--- config.mk ---
export PLATFORM = sky130hd
export DESIGN_NAME = lrss_ram
export DESIGN_NICKNAME = d
export VERILOG_FILES = /design/src/sv/lrss_ram.sv
export SDC_FILE = /design/constraint.sdc
export NUM_CORES = 1
export LEC_CHECK = 0
export ABC_AREA = 1
export BUFFER_PORTS_ARGS = -buffer_cell sky130_fd_sc_hd__buf_2
export CAP_MARGIN = 20
export CELL_PAD_IN_SITES_DETAIL_PLACEMENT = 0
export CELL_PAD_IN_SITES_GLOBAL_PLACEMENT = 2
export CORE_ASPECT_RATIO = 1.25
export CORE_MARGIN = 4
export CORE_UTILIZATION = 42
export CTS_BUF_LIST = sky130_fd_sc_hd__clkbuf_4 sky130_fd_sc_hd__clkbuf_8
export CTS_CLUSTER_DIAMETER = 30
export DETAILED_ROUTE_END_ITERATION = 6
export GPL_ROUTABILITY_DRIVEN = 1
export PLACE_DENSITY = 0.84
export SETUP_SLACK_MARGIN = 0.15
export SLEW_MARGIN = 25
export SYNTH_ARGS = -nofsm -noshare
export SYNTH_HDL_FRONTEND = slang
export SYNTH_SLANG_ARGS = --single-unit
--- constraint.sdc ---
create_clock -name clock -period 1.5 [get_ports clock]
set_input_delay 0.3 -clock clock [delete_from_list [all_inputs] [get_ports clock]]
set_output_delay 0.3 -clock clock [all_outputs]
set_load 0.02 [all_outputs]
--- src/sv/lrss_ram.sv ---
// Generic single-write, single-read RAM with registered, write-first read data.
module lrss_ram #(
   parameter int WIDTH = 8,
   parameter int DEPTH = 16,
   localparam int AW = (DEPTH > 1) ? $clog2(DEPTH) : 1
) (
   input  logic             clock,
   input  logic             wr_en,
   input  logic [AW-1:0]    wr_addr,
   input  logic [WIDTH-1:0] wr_data,
   input  logic             rd_en,
   input  logic [AW-1:0]    rd_addr,
   output logic [WIDTH-1:0] rd_data
);

   logic [WIDTH-1:0] mem_ff [DEPTH];
   logic [WIDTH-1:0] rd_data_ff;

   always_ff @(posedge clock) begin
      if (wr_en) begin
         mem_ff[wr_addr] <= wr_data;
      end
      if (rd_en) begin
         if (wr_en && (wr_addr == rd_addr)) begin
            rd_data_ff <= wr_data;
         end else begin
            rd_data_ff <= mem_ff[rd_addr];
         end
      end
   end

   assign rd_data = rd_data_ff;

endmodule

Word-level counts from Yosys, hierarchy flattened

Memory sizes are Yosys's and may differ from the RTL's. A register that Yosys moved wholly into a read port is not among the register bits.
Index checks and enable logic that the tools add are counted.

Multiplexer cells: 2

Operator list:

| operator         | number |
|---|---|
| 1-bit 2-to-1 mux | 2 |

Bits in registers: 0
Memory bits (writable): 128
Input bits: 19
Output and inout bits: 8
Memories kept: 1

Memory list:

| name   | words | bits a word | read ports | clocked after memory_dff | wr ports | RTL line | source |
|---|---|---|---|---|---|---|---|
| mem_ff | 16    | 8           | 1          | 1                        | 1        | 16       | `logic [WIDTH-1:0] mem_ff [DEPTH];` |

Longest topological paths before layout

Word-level depth: 2
Gate-level depth with buffers: 10
Gate-level depth less buffers: 9

Least setup slack after synthesis

No wires, ideal clock.

Kind: in2reg
Start: input port rd_addr[2]
End: register rd_data_ff[0] (netlist: rd_data[0]) (read register of mem_ff), data pin
Data arrival time: 1147 ps
Data required time: 1247 ps
Setup slack: 101 ps
Stages on the path: 7
Path buffers: 1
Cells stage by stage: buf_2 -> inv_2 -> nand2_1 -> a21oi_4 -> nand3_4 -> nand2_1 -> nand2_1

RTL lines:

| item        | RTL line | source |
|---|---|---|
| from (decl) | 12       | `input logic [AW-1:0] rd_addr,` |
| to (decl)   | 17       | `logic [WIDTH-1:0] rd_data_ff;` |

Worst setup path in the final report

Start: register rd_data_ff[3] (netlist: rd_data[3]) (read register of mem_ff)
End: output port rd_data[3]

RTL lines:

| item      | RTL line | source |
|---|---|---|
| to (decl) | 13       | `output logic [WIDTH-1:0] rd_data` |

No word-level cell between the ends.

==> impl_metrics.ini <==
[drt]
final_antenna_net_count = 0
drc = 0
wl_per_cell_um = 17.03
drtIter0Drc = 258
drt_wl_total_mm = 14.22
first_pass_iters = 5
vias = 4085
vias_per_cell = 4.892

[sta]
slew_viol_final = 0
tightest_slew_ns = 0.4169
finClkSkew_ns = 0.01139
max_slew_margin = 0.7221
fin_crit_sh = 0.8669
fmax_mhz = 769.0
hold_viol = 0
rsz0062_at_grt = true
fin_crit_ns = 1.300
setup-violations-final = 0

[yosys]
ys_top_cells_by_count = nand2_1, edfxtp_1, inv_1, nand3_1, nor2_1
synth-seq-cells = 136
synth.most_common_cell = nand2_1
ys_seq_area_frac = 0.6804
synth_edf_count = 136
async_flop_share = 0
synth_area_leaders = edfxtp_1, nand2_1, nand3_1
synthDistinctLibCells = 16
synth_area_leader_cell = edfxtp_1
synth.net_count = 604
syn_inst = 585
syn_avg_cell_area_um2 = 10.26
synth_warnings = 0
synth_top_cell_area_share = 0.6804
synthFlopType = edfxtp_1
syn_area_mm2 = 0.006002

[grt]
grt_pass1_wl_mm = 21.58
grt_max_degree = 54
grtUsageTotal = 0.1827
grt_remaining_overflow = 0
grt_pass1_vias = 3974
antenna_found_initial = 0

[final_layout]
fill_cells = 1261
multi_input_area_mm2 = 0.001429
fin_area_mm2 = 0.007106
nets = 667
area_delta_synth_final_pct = 18.39
regArea_mm2 = 0.004084
num_antenna_cells = 0
drive_gt1_frac = 0.1712

[die]
die_h_um = 141.7
core_mm2 = 0.01393
ioPinCount = 27
die_area_mm2 = 0.01628
die_w_um = 114.9
rows = 48
start_util = 0.4308

[job]
drv_cap = 0

[critical_path]
path_cells = buf_6
cp_slowest_cell = edfxtp_1
crit_fanout = 1
regToRegStartpoint = mem_ff[7][0]$_DFFE_PP_
r2r_slack_ns = 0.25
cpPeakStageDelay_ns = 0.42
endpoint_kind = output pin
required_ns = 1.20
crit_buf_inv = 1
startpoint = rd_data[3]$_DFFE_PP_
path_delay_family = flip-flops
cp-start-kind = register
arrival_ns = 1.00
reg2reg_depth = 8
worstSetupPathType = reg -> out
r2r-end = rd_data[0]$_DFFE_PP_

[pwr]
p_total_mw = 8.349
power_density_mw_per_mm2 = 1175
p_leak_nw = 3.094
vdd_ir_drop_max_mv = 0.5959

[min_path]
min_path_type = in -> reg
min_to = rd_data[4]$_DFFE_PP_
worst_hold_startpoint = rd_en
holdPathStages = 1

[clock_network]
htreeDepth = 4
clk_latency_ns = 0.44
numCtsBuffers = 17
cts_tree = built
cts-root-buf = clkbuf_8
cts.sinks = 136
clk_pin_slew_ns = 0.07
clockBufferDepth = 2

[place]
post-dp-hpwl_mm = 9.376
gp_congestion = 0.8488
io_buffer_count = 26
dpl_cell_area_mm2 = 0.006614

[outcome]
outcome = finished clean
## report_power, final
part	total, mW	switching (mW)	internal [mW]
clock	3.35	1.37	1.98
sequential	4.30	0.0217	4.28
combinational	0.699	0.469	0.230
## worst max-delay path by stage
| stage | to | slack (ns) | depth (start not counted) |
|---|---|---|---|
| after global routing | rd_data[7]$_DFFE_PP_ | 0.13 | 8 |
| after detailed placement | rd_data[3]$_DFFE_PP_ | -0.16 | 10 |
| after floorplan | rd_data[0]$_DFFE_PP_ | 0.15 | 7 |
| after CTS | rd_data[3] | 0.16 | 1 |
| after global placement | rd_data[3]$_DFFE_PP_ | -0.15 | 10 |
| final | rd_data[3] | 0.20 | 1 |
## registers in the layout, summed over array words and instances, names as in the netlist
name and cells:
mem_ff 128, rd_data 8
## cells by family after synthesis
kind of cell | count (synthesis) | share of synthesized area
DFF | 136 | 0.6804
and+or+nand+nor | 315 | 0.2235
buffers and inverters | 129 | 0.08776
AOI/OAI and AO/OA | 5 | 0.008337
## cell usage in the layout, fill, tap and decap left out
cell	synthesis	layout
nand3_4	1	1
inv_1	100	100
nand3_2	0	7
a21oi_4	2	2
nor2_1	16	16
inv_6	0	1
nand3_1	100	93
o21ai_1	0	1
clkinv_2	0	1
buf_2	13	24
nand2_1	190	189
clkinv_1	0	2
nand2_2	0	1
inv_2	5	4
bufinv_16	0	5
o22ai_1	2	2
nand4_1	8	8
inv_4	0	1
clkinvlp_4	0	3
clkbuf_8	0	17
edfxtp_1	136	136
buf_6	1	2
clkinv_4	0	1
buf_12	0	6
clkbuf_4	0	1
buf_4	5	36
## worst reg2reg max path, cell delays in order, from the launching register on
cell and delay (ns):
edfxtp_1 0.36, inv_1 0.06, nand2_1 0.04, nand3_1 0.09
nand3_1 0.14, nand3_2 0.13, nand2_1 0.07, nand2_1 0.07
nand2_1 0.05
## final cells by class
class | count | share of cell area
Sequential cell | 136 | 0.5747
Timing Repair Buffer | 68 | 0.07501
Tap cell | 175 | 0.03082
Inverter | 105 | 0.05582
Clock inverter | 13 | 0.02853
Multi-Input combinational cell | 320 | 0.2011
Clock buffer | 18 | 0.03398
## per-stage QoR
stage	cells	hold slack, ns	util	TNS, ns	worst slack [ns]
CTS	835	0.1964	0.5066	0	0.1591
global route	835	0.2008	0.5100	0	0.1309
detailed placement	804	0.6605	0.4747	-1.041	-0.1646
finish	835	0.2193	0.5100	0	0.1996
global placement	804	0.6606	0.4747	-0.9620	-0.1475
floorplan	585	0.3989	-	0	0.1534
## per-layer routing
layer | vias to the layer above | part of all wire | GRT usage
met5 | - | 0 | 0
met4 | 0 | 0.013 | 0.05624
met3 | 16 | 0.036 | 0.03541
met2 | 90 | 0.55 | 0.3345
met1 | 1948 | 0.40 | 0.2139
li1 | 2031 | - | -
## what timing repair did
item                                    4_1_cts  5_1_grt
gates resized for setup                       0       11
endpoints found under the setup margin        0        8
hold buffers                                  0        0
buffers inserted                              0        0
No activity file was read; power rests on OpenSTA's default activity.
